## config.mk

```make
export PLATFORM = sky130hd
export DESIGN_NAME = uart_tty_buffer_with_echo_top
export DESIGN_NICKNAME = d
export VERILOG_FILES = /design/src/rtl/utbe_pkg.sv /design/src/rtl/utbe_ctrl.sv /design/src/rtl/utbe_dpath.sv /design/src/rtl/uart_tty_buffer_with_echo_top.sv
export VERILOG_INCLUDE_DIRS = /design/src /design/src/rtl
export SDC_FILE = /design/constraint.sdc
export NUM_CORES = 1
export LEC_CHECK = 0
export ABC_CLOCK_PERIOD_IN_PS = 9110
export BUFFER_PORTS_ARGS = -buffer_cell sky130_fd_sc_hd__buf_2
export CAP_MARGIN = 20
export CELL_PAD_IN_SITES_DETAIL_PLACEMENT = 0
export CELL_PAD_IN_SITES_GLOBAL_PLACEMENT = 1
export CORE_ASPECT_RATIO = 1.4
export CORE_MARGIN = 5
export CORE_UTILIZATION = 60
export DETAILED_ROUTE_END_ITERATION = 8
export GPL_ROUTABILITY_DRIVEN = 0
export PLACE_DENSITY_LB_ADDON = 0.05
export SYNTH_ARGS = -nofsm -noshare
export SYNTH_HDL_FRONTEND = slang
export SYNTH_SLANG_ARGS = --single-unit
export TNS_END_PERCENT = 5
```

## constraint.sdc

```tcl
create_clock -name clock -period 9.11 [get_ports clock]
set_clock_uncertainty 0.05 [all_clocks]
set_input_delay 0.911 -clock clock [delete_from_list [all_inputs] [get_ports clock]]
set_output_delay 0.911 -clock clock [all_outputs]
set_load 0.005 [all_outputs]
```

## src/rtl/uart_tty_buffer_with_echo_top_macros.svh

```systemverilog
// Assertion helpers shared by the block's modules.
`ifndef UART_TTY_BUFFER_WITH_ECHO_TOP_MACROS_SVH
`define UART_TTY_BUFFER_WITH_ECHO_TOP_MACROS_SVH

// Same-cycle implication, checked outside reset.
`define UTBE_ASSERT_NOW(label, clk, rst, ante, cons, msg) \
   label: assert property (@(posedge clk) disable iff (rst) (ante) |-> (cons)) \
      else $error(msg);

// Next-cycle implication, checked outside reset.
`define UTBE_ASSERT_NEXT(label, clk, rst, ante, cons, msg) \
   label: assert property (@(posedge clk) disable iff (rst) (ante) |=> (cons)) \
      else $error(msg);

`endif

```

## src/rtl/utbe_pkg.sv

```systemverilog
package utbe_pkg;

   // default ring depth, in bytes
   localparam int RING_DEPTH_DEF = 64;

   // event kinds
   localparam logic [1:0] KIND_PUT  = 2'd0;
   localparam logic [1:0] KIND_XMIT = 2'd1;
   localparam logic [1:0] KIND_RECV = 2'd2;
   localparam logic [1:0] KIND_READ = 2'd3;

   // special characters
   localparam logic [7:0] CH_LF = 8'h0A;
   localparam logic [7:0] CH_CR = 8'h0D;
   localparam logic [7:0] CH_BS = 8'h08;
   localparam logic [7:0] CH_NUL = 8'h00;

   // end-of-transmission code after reset
   localparam logic [7:0] EOT_RESET = 8'h04;

   // one input word
   typedef struct packed {
      logic [1:0] kind;
      logic [7:0] data_byte;
   } req_word_type;

   // one result word
   typedef struct packed {
      logic       tx_load;
      logic [7:0] tx_byte;
      logic       read_valid;
      logic [7:0] read_byte;
      logic       read_eof;
      logic       put_refused;
   } rsp_word_type;

   // controller states, one-hot
   typedef enum logic [2:0] {
      ST_IDLE  = 3'b001,
      ST_EXEC  = 3'b010,
      ST_PUSH2 = 3'b100
   } ctl_state_type;

   // controller to datapath
   typedef struct packed {
      logic capture;
      logic exec;
      logic push2;
   } dp_cmd_type;

   // datapath to controller
   typedef struct packed {
      logic out_free;
      logic second_push;
   } dp_sts_type;

endpackage

```

## src/rtl/utbe_ctrl.sv

```systemverilog
`include "uart_tty_buffer_with_echo_top_macros.svh"

module utbe_ctrl (
   input  logic                  clock,
   input  logic                  reset,
   input  logic                  req_valid,
   output logic                  req_stall,
   input  utbe_pkg::dp_sts_type  sts,
   output utbe_pkg::dp_cmd_type  cmd
);

   utbe_pkg::ctl_state_type state_ff, state_in;

   // next state
   always_comb begin
      state_in = state_ff;
      case (state_ff)
         utbe_pkg::ST_IDLE: begin
            if (req_valid) state_in = utbe_pkg::ST_EXEC;
         end
         utbe_pkg::ST_EXEC: begin
            if (sts.out_free) begin
               state_in = sts.second_push ? utbe_pkg::ST_PUSH2 : utbe_pkg::ST_IDLE;
            end
         end
         utbe_pkg::ST_PUSH2: begin
            state_in = utbe_pkg::ST_IDLE;
         end
         default: begin
            state_in = utbe_pkg::ST_IDLE;
         end
      endcase
   end

   always_ff @(posedge clock) begin
      if (reset) begin
         state_ff <= utbe_pkg::ST_IDLE;
      end else begin
         state_ff <= state_in;
      end
   end

   // commands
   assign req_stall   = (state_ff != utbe_pkg::ST_IDLE);
   assign cmd.capture = (state_ff == utbe_pkg::ST_IDLE) && req_valid;
   assign cmd.exec    = (state_ff == utbe_pkg::ST_EXEC) && sts.out_free;
   assign cmd.push2   = (state_ff == utbe_pkg::ST_PUSH2);

   // checks
   `UTBE_ASSERT_NEXT(a_exec_waits, clock, reset,
      (state_ff == utbe_pkg::ST_EXEC) && !sts.out_free,
      state_ff == utbe_pkg::ST_EXEC, "execute left while result register full")
   `UTBE_ASSERT_NEXT(a_push2_once, clock, reset,
      state_ff == utbe_pkg::ST_PUSH2,
      state_ff == utbe_pkg::ST_IDLE, "second push did not return to idle")

endmodule

```

## src/rtl/utbe_dpath.sv

```systemverilog
`include "uart_tty_buffer_with_echo_top_macros.svh"

module utbe_dpath #(
   parameter int RING_DEPTH = utbe_pkg::RING_DEPTH_DEF
) (
   input  logic                   clock,
   input  logic                   reset,
   input  utbe_pkg::req_word_type req_word,
   output logic                   rsp_valid,
   input  logic                   rsp_stall,
   output utbe_pkg::rsp_word_type rsp_word,
   input  logic                   csr_wr_en,
   input  logic [7:0]             csr_wr_data,
   input  utbe_pkg::dp_cmd_type   cmd,
   output utbe_pkg::dp_sts_type   sts
);

   localparam int PTR_W = (RING_DEPTH > 1) ? $clog2(RING_DEPTH) : 1;
   localparam int CNT_W = $clog2(RING_DEPTH + 1);
   localparam logic [PTR_W-1:0] PTR_LAST = PTR_W'(RING_DEPTH - 1);
   localparam logic [CNT_W-1:0] CNT_FULL = CNT_W'(RING_DEPTH);
   localparam logic [CNT_W-1:0] CNT_FULL_M1 = CNT_W'(RING_DEPTH - 1);

   function automatic logic [PTR_W-1:0] ptr_inc(input logic [PTR_W-1:0] p);
      ptr_inc = (p == PTR_LAST) ? '0 : p + 1'b1;
   endfunction

   // ring storage
   logic [7:0] tx_ring_mem [RING_DEPTH];
   logic [7:0] rx_ring_mem [RING_DEPTH];

   // item and ring read registers
   logic [1:0]       kind_ff;
   logic [7:0]       byte_ff;
   logic [7:0]       tx_rd_ff, rx_rd_ff;
   logic [7:0]       eot_ff, eot_in;

   // ring pointers and flags
   logic [PTR_W-1:0] tx_head_ff, tx_head_in, tx_tail_ff, tx_tail_in;
   logic [CNT_W-1:0] tx_count_ff, tx_count_in;
   logic [PTR_W-1:0] rx_head_ff, rx_head_in, rx_tail_ff, rx_tail_in;
   logic [CNT_W-1:0] rx_count_ff, rx_count_in;
   logic             busy_ff, busy_in;

   // result register
   logic                   rsp_valid_ff, rsp_valid_in;
   utbe_pkg::rsp_word_type rsp_ff, rsp_in;

   // decode
   logic       is_put, is_xmit, is_recv, is_read;
   logic       is_zero, is_eot, send_lf, send_en, refused;
   logic       tx_room1, tx_room2, tx_pop, rx_pop;
   logic       w1_en, rx_wr_en, tx_wr_en;
   logic [7:0] mapped, w1_byte, tx_wr_byte;

   always_comb begin
      is_put   = (kind_ff == utbe_pkg::KIND_PUT);
      is_xmit  = (kind_ff == utbe_pkg::KIND_XMIT);
      is_recv  = (kind_ff == utbe_pkg::KIND_RECV);
      is_read  = (kind_ff == utbe_pkg::KIND_READ);
      is_zero  = (byte_ff == utbe_pkg::CH_NUL);
      is_eot   = (byte_ff == eot_ff);
      // echo maps CR to LF unless CR is the EOT code
      mapped   = (is_recv && !is_eot && byte_ff == utbe_pkg::CH_CR) ? utbe_pkg::CH_LF
                                                                    : byte_ff;
      send_lf  = (mapped == utbe_pkg::CH_LF);
      tx_room1 = (tx_count_ff < CNT_FULL);
      tx_room2 = (tx_count_ff < CNT_FULL_M1);
      // host put is refused as a whole when the ring lacks room
      refused  = is_put && !is_zero &&
                 (send_lf ? (busy_ff ? !tx_room2 : !tx_room1) : (busy_ff && !tx_room1));
      send_en  = (is_put && !is_zero && !refused) || (is_recv && !is_zero && !is_eot);
      // first ring write: LF behind a direct CR, CR when busy, or the byte itself
      w1_en    = send_en && tx_room1 && (send_lf || busy_ff);
      w1_byte  = (send_lf && busy_ff) ? utbe_pkg::CH_CR : mapped;
      tx_pop   = is_xmit && (tx_count_ff != '0);
      rx_pop   = is_read && (rx_count_ff != '0);
      rx_wr_en = cmd.exec && is_recv && !is_zero && (mapped != utbe_pkg::CH_BS) &&
                 (rx_count_ff < CNT_FULL);
      tx_wr_en = (cmd.exec && w1_en) || cmd.push2;
      tx_wr_byte = cmd.push2 ? utbe_pkg::CH_LF : w1_byte;
   end

   assign sts.out_free    = !rsp_valid_ff || !rsp_stall;
   assign sts.second_push = send_en && send_lf && busy_ff && tx_room2;

   // result word
   always_comb begin
      rsp_in = '0;
      if (send_en && !busy_ff) begin
         rsp_in.tx_load = 1'b1;
         rsp_in.tx_byte = send_lf ? utbe_pkg::CH_CR : mapped;
      end
      if (tx_pop) begin
         rsp_in.tx_load = 1'b1;
         rsp_in.tx_byte = tx_rd_ff;
      end
      if (rx_pop) begin
         rsp_in.read_valid = 1'b1;
         rsp_in.read_byte  = rx_rd_ff;
         rsp_in.read_eof   = (rx_rd_ff == eot_ff);
      end
      rsp_in.put_refused = refused;
   end

   // state update
   always_comb begin
      tx_head_in  = tx_head_ff;
      tx_tail_in  = tx_tail_ff;
      tx_count_in = tx_count_ff;
      rx_head_in  = rx_head_ff;
      rx_tail_in  = rx_tail_ff;
      rx_count_in = rx_count_ff;
      busy_in     = busy_ff;
      eot_in      = csr_wr_en ? csr_wr_data : eot_ff;
      rsp_valid_in = rsp_valid_ff && rsp_stall;
      if (cmd.exec) begin
         rsp_valid_in = 1'b1;
         if (send_en) busy_in = 1'b1;
         if (is_xmit) busy_in = tx_pop;
         if (tx_pop) begin
            tx_head_in  = ptr_inc(tx_head_ff);
            tx_count_in = tx_count_ff - 1'b1;
         end
         if (rx_pop) begin
            rx_head_in  = ptr_inc(rx_head_ff);
            rx_count_in = rx_count_ff - 1'b1;
         end
      end
      if (tx_wr_en) begin
         tx_tail_in  = ptr_inc(tx_tail_ff);
         tx_count_in = tx_count_ff + 1'b1;
      end
      if (rx_wr_en) begin
         rx_tail_in  = ptr_inc(rx_tail_ff);
         rx_count_in = rx_count_ff + 1'b1;
      end
   end

   always_ff @(posedge clock) begin
      if (reset) begin
         tx_head_ff   <= '0;
         tx_tail_ff   <= '0;
         tx_count_ff  <= '0;
         rx_head_ff   <= '0;
         rx_tail_ff   <= '0;
         rx_count_ff  <= '0;
         busy_ff      <= 1'b0;
         eot_ff       <= utbe_pkg::EOT_RESET;
         rsp_valid_ff <= 1'b0;
      end else begin
         tx_head_ff   <= tx_head_in;
         tx_tail_ff   <= tx_tail_in;
         tx_count_ff  <= tx_count_in;
         rx_head_ff   <= rx_head_in;
         rx_tail_ff   <= rx_tail_in;
         rx_count_ff  <= rx_count_in;
         busy_ff      <= busy_in;
         eot_ff       <= eot_in;
         rsp_valid_ff <= rsp_valid_in;
      end
   end

   // item capture, result payload
   always_ff @(posedge clock) begin
      if (cmd.capture) begin
         kind_ff <= req_word.kind;
         byte_ff <= req_word.data_byte;
      end
      if (cmd.exec) rsp_ff <= rsp_in;
   end

   // transmit ring: one write, head read on capture
   always_ff @(posedge clock) begin
      if (tx_wr_en) tx_ring_mem[tx_tail_ff] <= tx_wr_byte;
      if (cmd.capture) tx_rd_ff <= tx_ring_mem[tx_head_ff];
   end

   // receive ring: one write, head read on capture
   always_ff @(posedge clock) begin
      if (rx_wr_en) rx_ring_mem[rx_tail_ff] <= mapped;
      if (cmd.capture) rx_rd_ff <= rx_ring_mem[rx_head_ff];
   end

   assign rsp_valid = rsp_valid_ff;
   assign rsp_word  = rsp_ff;

   // checks
   `UTBE_ASSERT_NOW(a_tx_count_max, clock, reset, 1'b1,
      tx_count_ff <= CNT_FULL, "transmit ring count above depth")
   `UTBE_ASSERT_NOW(a_rx_count_max, clock, reset, 1'b1,
      rx_count_ff <= CNT_FULL, "receive ring count above depth")
   `UTBE_ASSERT_NEXT(a_load_sets_busy, clock, reset, cmd.exec && rsp_in.tx_load,
      busy_ff, "transmitter load left busy clear")
   `UTBE_ASSERT_NOW(a_push2_busy, clock, reset, cmd.push2,
      busy_ff, "second push while transmitter idle")

endmodule

```

## src/rtl/uart_tty_buffer_with_echo_top.sv

```systemverilog
// Channel   Ports                                   Direction
// request   req_valid, req_stall, req_word          in (stall out)
// result    rsp_valid, rsp_stall, rsp_word          out (stall in)
// control   csr_wr_en, csr_wr_data (EOT code)       in
//
// Each word is captured together with the ring head read, then executed.
// A line feed that queues both CR and LF adds a second push for the LF,
// since the transmit ring has a single write port.
// Synchronous reset clears pointers, counts, busy and the result valid flag and restores the EOT code;
// ring contents are not cleared and need no sweep.
// A waiting result does not block capture; execute holds until it is taken.
module uart_tty_buffer_with_echo_top #(
   parameter int RING_DEPTH = utbe_pkg::RING_DEPTH_DEF
) (
   input  logic                   clock,
   input  logic                   reset,
   input  logic                   req_valid,
   output logic                   req_stall,
   input  utbe_pkg::req_word_type req_word,
   output logic                   rsp_valid,
   input  logic                   rsp_stall,
   output utbe_pkg::rsp_word_type rsp_word,
   input  logic                   csr_wr_en,
   input  logic [7:0]             csr_wr_data
);

   utbe_pkg::dp_cmd_type cmd;
   utbe_pkg::dp_sts_type sts;

   utbe_ctrl u_ctrl (
      .clock     (clock),
      .reset     (reset),
      .req_valid (req_valid),
      .req_stall (req_stall),
      .sts       (sts),
      .cmd       (cmd)
   );

   utbe_dpath #(
      .RING_DEPTH (RING_DEPTH)
   ) u_dpath (
      .clock       (clock),
      .reset       (reset),
      .req_word    (req_word),
      .rsp_valid   (rsp_valid),
      .rsp_stall   (rsp_stall),
      .rsp_word    (rsp_word),
      .csr_wr_en   (csr_wr_en),
      .csr_wr_data (csr_wr_data),
      .cmd         (cmd),
      .sts         (sts)
   );

endmodule

```

==> metrics.sh, run 1 <==
STATUS='finished, final reports clean'
POST_SYNTH_INST_COUNT=2073
CTSROOTBUFFERMASTER='clkbuf_16'
PLACEMENT_ROWS=118
GRT_ANTENNA_BEFORE_REPAIR=2
PNR_WORST_SETUP_SLACK_PS=4533
WORST_HOLD_START='req_word[1]'
DIEWIDTH_MICRONS=239.6
REMAINING_DRC_ERRORS=0
DIEAREA_SQ_MM=0.07942
YOSYSWARNINGS=0
DRT-WIRELENGTH-PER-CELL_MICRONS=31.20
SYNTH_TOP_CELL_AREA_SHARE_PCT=72.55
POSTSYNTHREGISTERBITS=1121
CTS_MAX_LEVEL=3
WORST-SLEW-PIN-TRANSITION_PS=1113
MAX-CAP-VIOLATIONS=0
OVERALL_DIE_HEIGHT_MICRONS=331.5
KIND_OF_END_POINT_OF_THE_CRITICAL_PATH='flop'
FIRST_GLOBAL_VIAS=21788
R2R_SETUP_SLACK_PS=4530
POST_CTS_RESIZED=0
GRT_USAGE_PCT=25.61
CTS.PATH.MAX_BUFFERS=3
FINAL_PERIOD_MINUS_WORST_SETUP_SLACK_PS=4577
R2R_CELLS=16
CP.ARRIVAL_PS=5090
POSTCTSHOLDBUFS=0
VIA_PER_INST=6.402
TRITONCTS='done'
SYN2LAYOUT_AREA_GROWTH_PCT=11.02
FINISHED_LAYOUT_CELLS=3208
TIMING.CRITICAL_PATH.REQUIRED_PS=9620
R2R-END='u_dpath.tx_count_ff[6]'
SYNTH_EDF_COUNT=1070
FLOORPLAN.INITIALDENSITY_PCT=60.11
POWER_DENSITY_mW_PER_MM2=206.6
GRT_SETUP_UNREPAIRED='false'
DRT_FIRST_PASS_ITERS=8
POSTCTSSETUPREPAIRBUFS=0
YS_TOP_CELLS_BY_AREA='edfxtp_1, mux4_2, dfxtp_1, nor2_1, nor4_1'
SLEW_VIOLATIONS=0
WORST_HOLD_END='u_dpath.byte_ff[1]'
NUMCTSBUFFERS=99
HOLD_PATH_DEPTH=1
PRE_CTS_WS_PS=4484
DR.FIRST_ITER.DRC_COUNT=1730
FINAL.SETUP.TNS_PS=0
ACHIEVABLE-FREQUENCY_MHz=218.5
YOSYS_MOST_USED_DFF='edfxtp_1'
CP-START-KIND='flop'
N_FILL_CELL=4612
CLASS_OF_THE_WORST_HOLD_PATH='in -> reg'
TRITONCTS_NUM_SINKS=1121
CLOCK_NETWORK_LATENCY_TO_THE_LATER_PIN_OF_THE_WORST_SKEW_PAIR_PS=660
SEQUENTIAL_CELL_AREA_SQ_MM=0.03317
DETAIL-ROUTE-ANTENNA-NETS=0
HOLD_VIOL_FINAL=0
PLACEMENT.IO_BUFFERS=44
YOSYS.AREA.TOP_TYPE='edfxtp_1'
SYNTH_COMMONEST_CELLS='edfxtp_1, mux4_2, nor2_1, clkbuf_1, dfxtp_1'
NORMALIZED_MAX_SLEW_MARGIN_PCT=25.19
SYN-MEAN-INSTANCE-AREA_SQ_UM=21.36
WORSTPATHMAXFANOUT=59
NUMBER_OF_CELLS_IN_THE_DESIGN_AFTER_PLACEMENT=3021
FLOORPLAN.IO_PINS=45
R2R-START='u_dpath.byte_ff[6]'
POSTSYNTH.ASYNCRESETSHARE_PCT=0
MULTI_INPUT_AREA_SQ_MM=0.01064
PORTION_OF_THE_POST_SYNTHESIS_AREA_USED_BY_SEQUENTIAL_ELEMENTS_PCT=74.86
FINAL.PERIOD_UTILIZATION_PCT=50.24
SYNTH.NET_COUNT=2112
DETAILED_PLACE_HPWL_MICRONS=64400
DESIGN_POWER_TOTAL_mW=10.16
ROUTE.VIAS.TOTAL=20537
SYN_AREA_SQ_MM=0.04429
GRT_FIRST_PASS_WIRELENGTH_MICRONS=148100
SYNTHDISTINCTLIBCELLS=67
GRT_MAX_DEGREE=73
DESIGN.FINAL.NETS=2202
DETAIL_ROUTE.WIRELENGTH_MICRONS=100100
SYNTH.MOST_COMMON_CELL='edfxtp_1'
CORE-AREA_SQ_MM=0.07367
TIMING.FINAL.SETUP_VIOLATIONS=0
FINISH.UTILIZATION_PCT=66.74
CLK_PIN_SLEW_WORST_PATHS_PS=60
LEAKAGE_nW=14.87
POWER.IR.VDD_WORST_mV=0.1910
FINAL_LAYOUT_SIZE_SUFFIX_GT1_SHARE_PCT=28.88
GRT_OVERFLOW_TOTAL=0
CRIT_TYPE='reg -> reg'
==> critical path, cell delays in order (launching register included) <==
cell and delay (ps):
edfxtp_1 540, buf_4 390, nor4_4 350, and3_1 260, o211ai_4 140, a211oi_2 450
o211ai_4 200, nand2_4 400, inv_2 110, fa_1 470, nor2b_1 130, o21ai_0 130
nand2_1 100, a21o_1 120, a21oi_1 90, or4b_1 470, o311ai_1 80
==> registers in the layout, indices dropped and copies added (netlist names) <==
register             cells
u_dpath.rx_head_ff       6
u_dpath.tx_rd_ff         8
u_ctrl.state_ff          3
u_dpath.rx_tail_ff       6
u_dpath.tx_head_ff       6
u_dpath.tx_count_ff      7
u_dpath.rsp_word        20
u_dpath.tx_ring_mem    512
u_dpath.rx_count_ff      7
u_dpath.rsp_valid        1
u_dpath.byte_ff          8
u_dpath.eot_ff           8
u_dpath.kind_ff          2
u_dpath.rx_rd_ff         8
u_dpath.rx_ring_mem    512
u_dpath.busy_ff          1
u_dpath.tx_tail_ff       6
==> cell usage in the layout (no fill, tap or decap), drive strengths merged, types with 16 or more instances in the layout <==
cell    Yosys  final
nand2      44     44
mux2i      17     17
inv        16     25
nor2      141    141
clkinv      0     30
xor2       16     16
edfxtp   1070   1070
nor4       46     46
clkbuf     61    126
dfxtp      51     51
a21oi      24     24
buf        61    110
xnor2      21     21
mux4      336    336
nand3      19     19
==> layout make-up <==
cell class | instances | share of cell area, %
multi-input combinational | 814 | 21.64
sequential | 1121 | 67.46
inverter | 16 | 0.1221
clock inverter | 60 | 1.476
timing repair buffer | 111 | 1.486
tap | 960 | 2.443
antenna | 1 | 0.005090
clock buffer | 125 | 5.362
==> through the flow <==
stage | hold WS [ps] | cell area (sq um)
2_1_floorplan | 408.2 | 44290
5_1_grt | 339.9 | 49160
3_5_place_dp | 443.1 | 45800
3_3_place_gp | 428.6 | 45780
4_1_cts | 327.0 | 49160
6_report | 373.5 | 49170
==> cell families (layout without fill, tap and decap cells) <==
| kind of cell | Yosys count | after routing | share of synthesized area (%) |
|---|---|---|---|
| compound gates | 75 | 75 | 1.291 |
| xor+xnor | 37 | 37 | 0.7317 |
| fa+ha+maj | 16 | 16 | 0.4859 |
| buf+inv | 138 | 312 | 1.322 |
| flops | 1121 | 1121 | 74.86 |
| mux | 355 | 355 | 17.52 |
| other cells | 0 | 1 | 0 |
| simple gates | 331 | 331 | 3.791 |
==> routing by layer <==
layer | global-route usage, % | wire, microns
met1 | 31.45 | 35540
met2 | 46.75 | 55940
met3 | 3.682 | 5080
met4 | 8.563 | 3545
met5 | 0 | 0
==> report_power, final <==
group	total [mW]	leakage, nW	internal [mW]	switching (mW)
sequential	5.67	10.0	5.66	0.0135
clock	4.32	1.63	2.49	1.83
combinational	0.161	3.21	0.0296	0.131
total	10.2	14.9	8.18	1.98
==> how the worst max path moves through the flow <==
stage / from / endpoint / cells after the start
after floorplan: u_dpath.byte_ff[4] / u_dpath.tx_ring_mem[0][0] / 6
after global placement: u_dpath.byte_ff[6] / u_dpath.tx_ring_mem[12][0] / 8
after detailed placement: rsp_stall / u_dpath.rx_ring_mem[19][2] / 8
after CTS: u_dpath.byte_ff[6] / u_dpath.tx_count_ff[6] / 16
after global routing: u_dpath.byte_ff[6] / u_dpath.tx_count_ff[6] / 16
final: u_dpath.byte_ff[6] / u_dpath.tx_count_ff[6] / 16
No activity file was read; power rests on OpenSTA's default activity.
==> run 2: changes to the inputs <==
ABC_CLOCK_PERIOD_IN_PS = 4500   (was 9110)
CORE_UTILIZATION = 56   (was 60)
clock period = 4.5 ns   (was 9.11 ns; I/O delays follow)
==> metrics.sh, run 2 (same netlist as run 1, synthesis figures left out) <==
CP.BUFFERS_INVERTERS=1
STATUS='finished, final reports clean'
POWER_DENSITY_mW_PER_MM2=410.5
ORDERED_CELL_LIST_FOR_THE_CRITICAL_PATH='nor4_4 -> and3_1 -> o211ai_4 -> a211oi_2 -> o211ai_4 -> nand2_4 -> inv_2 -> fa_1 -> nor2b_1 -> o21ai_0 -> nand2_1 -> a21o_1 -> a21oi_1 -> or4b_1 -> o311ai_1'
TRITONCTS='done'
DETAILED_PLACE_HPWL_MICRONS=65390
R2R-START='u_dpath.byte_ff[5]'
WORST-SLEW-PIN-TRANSITION_PS=1008
HOLD_PATH_DEPTH=3
CORE-AREA_SQ_MM=0.07877
PATH_DELAY_FAMILY='simple AND/OR/NAND/NOR gates'
DIEAREA_SQ_MM=0.08489
CTS.PATH.MAX_BUFFERS=3
MOST-COMMON-LAYOUT-CELLS='edfxtp_1, mux4_2, nor2_1'
GRT_OVERFLOW_TOTAL=0
FINAL_PERIOD_MINUS_WORST_SETUP_SLACK_PS=3881
PRE_CTS_WS_PS=610.6
CP.DEPTH=15
NORMALIZED_MAX_SLEW_MARGIN_PCT=32.27
GRT_SETUP_UNREPAIRED='false'
R2R-END='u_dpath.tx_count_ff[6]'
LARGEST_STAGE_DELAY_ON_THE_CRITICAL_PATH_PS=480
FINAL.PERIOD_UTILIZATION_PCT=86.24
GRT_FIRST_PASS_WIRELENGTH_MICRONS=150300
KIND_OF_END_POINT_OF_THE_CRITICAL_PATH='flop'
DR.FIRST_ITER.DRC_COUNT=1799
WORSTSETUPENDPOINT='u_dpath.tx_count_ff[6]'
SYN2LAYOUT_AREA_GROWTH_PCT=12.78
WORSTPATHMAXFANOUT=13
DESIGN.FINAL.NETS=2277
CP.ARRIVAL_PS=4380
CP-START-KIND='flop'
PLACEMENT_ROWS=122
R2R_SETUP_SLACK_PS=620
MAX-CAP-VIOLATIONS=0
ACHIEVABLE-FREQUENCY_MHz=257.7
VIA_PER_INST=6.206
CRITICAL_PATH.SLOWEST_CELL='edfxtp_1'
FIRST_GLOBAL_VIAS=22060
DRT-WIRELENGTH-PER-CELL_MICRONS=30.23
REMAINING_DRC_ERRORS=0
CTS_MAX_LEVEL=3
CTSROOTBUFFERMASTER='clkbuf_16'
TIMING.CRITICAL_PATH.REQUIRED_PS=5000
GRT_MAX_DEGREE=67
CRIT_TYPE='reg -> reg'
LAYOUT_COMMONEST_CELL='edfxtp_1'
PNR_WORST_SETUP_SLACK_PS=619.3
TIMING.CRITICAL_PATH.MODE_CELL='o211ai_4'
HOLD_VIOL_FINAL=0
DIEWIDTH_MICRONS=247.7
GRT_USAGE_PCT=24.36
FINAL.SETUP.TNS_PS=0
DETAIL-ROUTE-ANTENNA-NETS=0
SLEW_VIOLATIONS=0
CLK_PIN_SLEW_WORST_PATHS_PS=60
OVERALL_DIE_HEIGHT_MICRONS=342.7
FINAL_LAYOUT_SIZE_SUFFIX_GT1_SHARE_PCT=29.77
PLACEMENT.IO_BUFFERS=44
FLOORPLAN.INITIALDENSITY_PCT=56.23
CLOCK_NETWORK_LATENCY_TO_THE_LATER_PIN_OF_THE_WORST_SKEW_PAIR_PS=670
CLASS_OF_THE_WORST_HOLD_PATH='in -> reg'
NUMCTSBUFFERS=102
FINISH.UTILIZATION_PCT=63.41
TIMING.FINAL.SETUP_VIOLATIONS=0
LEAKAGE_nW=15.24
CRITICAL_PATH.STARTPOINT='u_dpath.byte_ff[5]'
FLOORPLAN.IO_PINS=45
N_FILL_CELL=5447
POWER.IR.VDD_WORST_mV=0.3866
DRT_FIRST_PASS_ITERS=5
ROUTE.VIAS.TOTAL=20933
R2R_CELLS=15
TRITONCTS_NUM_SINKS=1121
GRT_ANTENNA_BEFORE_REPAIR=1
DETAIL_ROUTE.WIRELENGTH_MICRONS=102000
run 2: cell types whose count changed in the layout (fill, tap and decap cells not counted), sizes merged:
cell	before	now
inv	25	19
clkbuf	126	132
clkinvlp	6	4
bufinv	15	11
dlygate4sd3	0	18
buf	110	165
clkinv	30	34
run 2: power breakdown:
group,internal (mW),switching [mW]
registers,11.5,0.0243
logic,0.0782,0.275
clock network,4.97,3.70
total,16.5,4.00
run 2: final cells by class:
cell class                 instances  area, sq um  area share (%)
timing repair buffer             183         1459           2.921
clock inverter                    52        553.0           1.107
multi-input combinational        814        10610           21.25
tap                             1054         1319           2.640
antenna                            1        2.502        0.005010
sequential                      1121        33170           66.41
inverter                          16        60.06          0.1202
clock buffer                     132         2770           5.546
run 2: what timing repair did:
action	in CTS	in global routing
endpoints found under the setup margin	0	0
buffers inserted	0	0
hold endpoints to repair	18	0
resized for setup	0	0
hold buffers	18	0
run 2: per-layer routing:
metal / track usage [%] / vias up / wire, microns
met1: 30.79 / 11206 / 37930
met4: 8.753 / 0 / 3492
li1: - / 8962 / -
met5: 0 / - / 0
met2: 43.90 / 629 / 56170
met3: 2.774 / 136 / 4391
run 2: per-stage QoR:
step | instance area (sq um) | hold WS, ps | power (mW) | std cells
after detailed placement | 46420 | 438.0 | 12.05 | 3169
after CTS | 49930 | 24.46 | 20.66 | 3371
after floorplan | 44290 | 408.2 | 11.87 | 2073
after global placement | 46390 | 422.6 | 12.04 | 3167
after global routing | 49950 | 45.78 | 21.11 | 3372
final | 49950 | 72.01 | 20.51 | 3373
run 2: worst min-delay path by stage:
stage,to,startpoint
after CTS,u_dpath.rsp_valid,rsp_stall
after detailed placement,u_dpath.tx_count_ff[2],u_dpath.tx_count_ff[2]
after floorplan,u_ctrl.state_ff[1],u_ctrl.state_ff[2]
final,u_dpath.rsp_valid,rsp_stall
after global routing,u_dpath.rsp_valid,rsp_stall
after global placement,u_ctrl.state_ff[1],u_ctrl.state_ff[2]
run 2: worst min-delay path: stages:
cell and delay, ps:
buf_2 130, nand2_1 80, a21oi_1 60
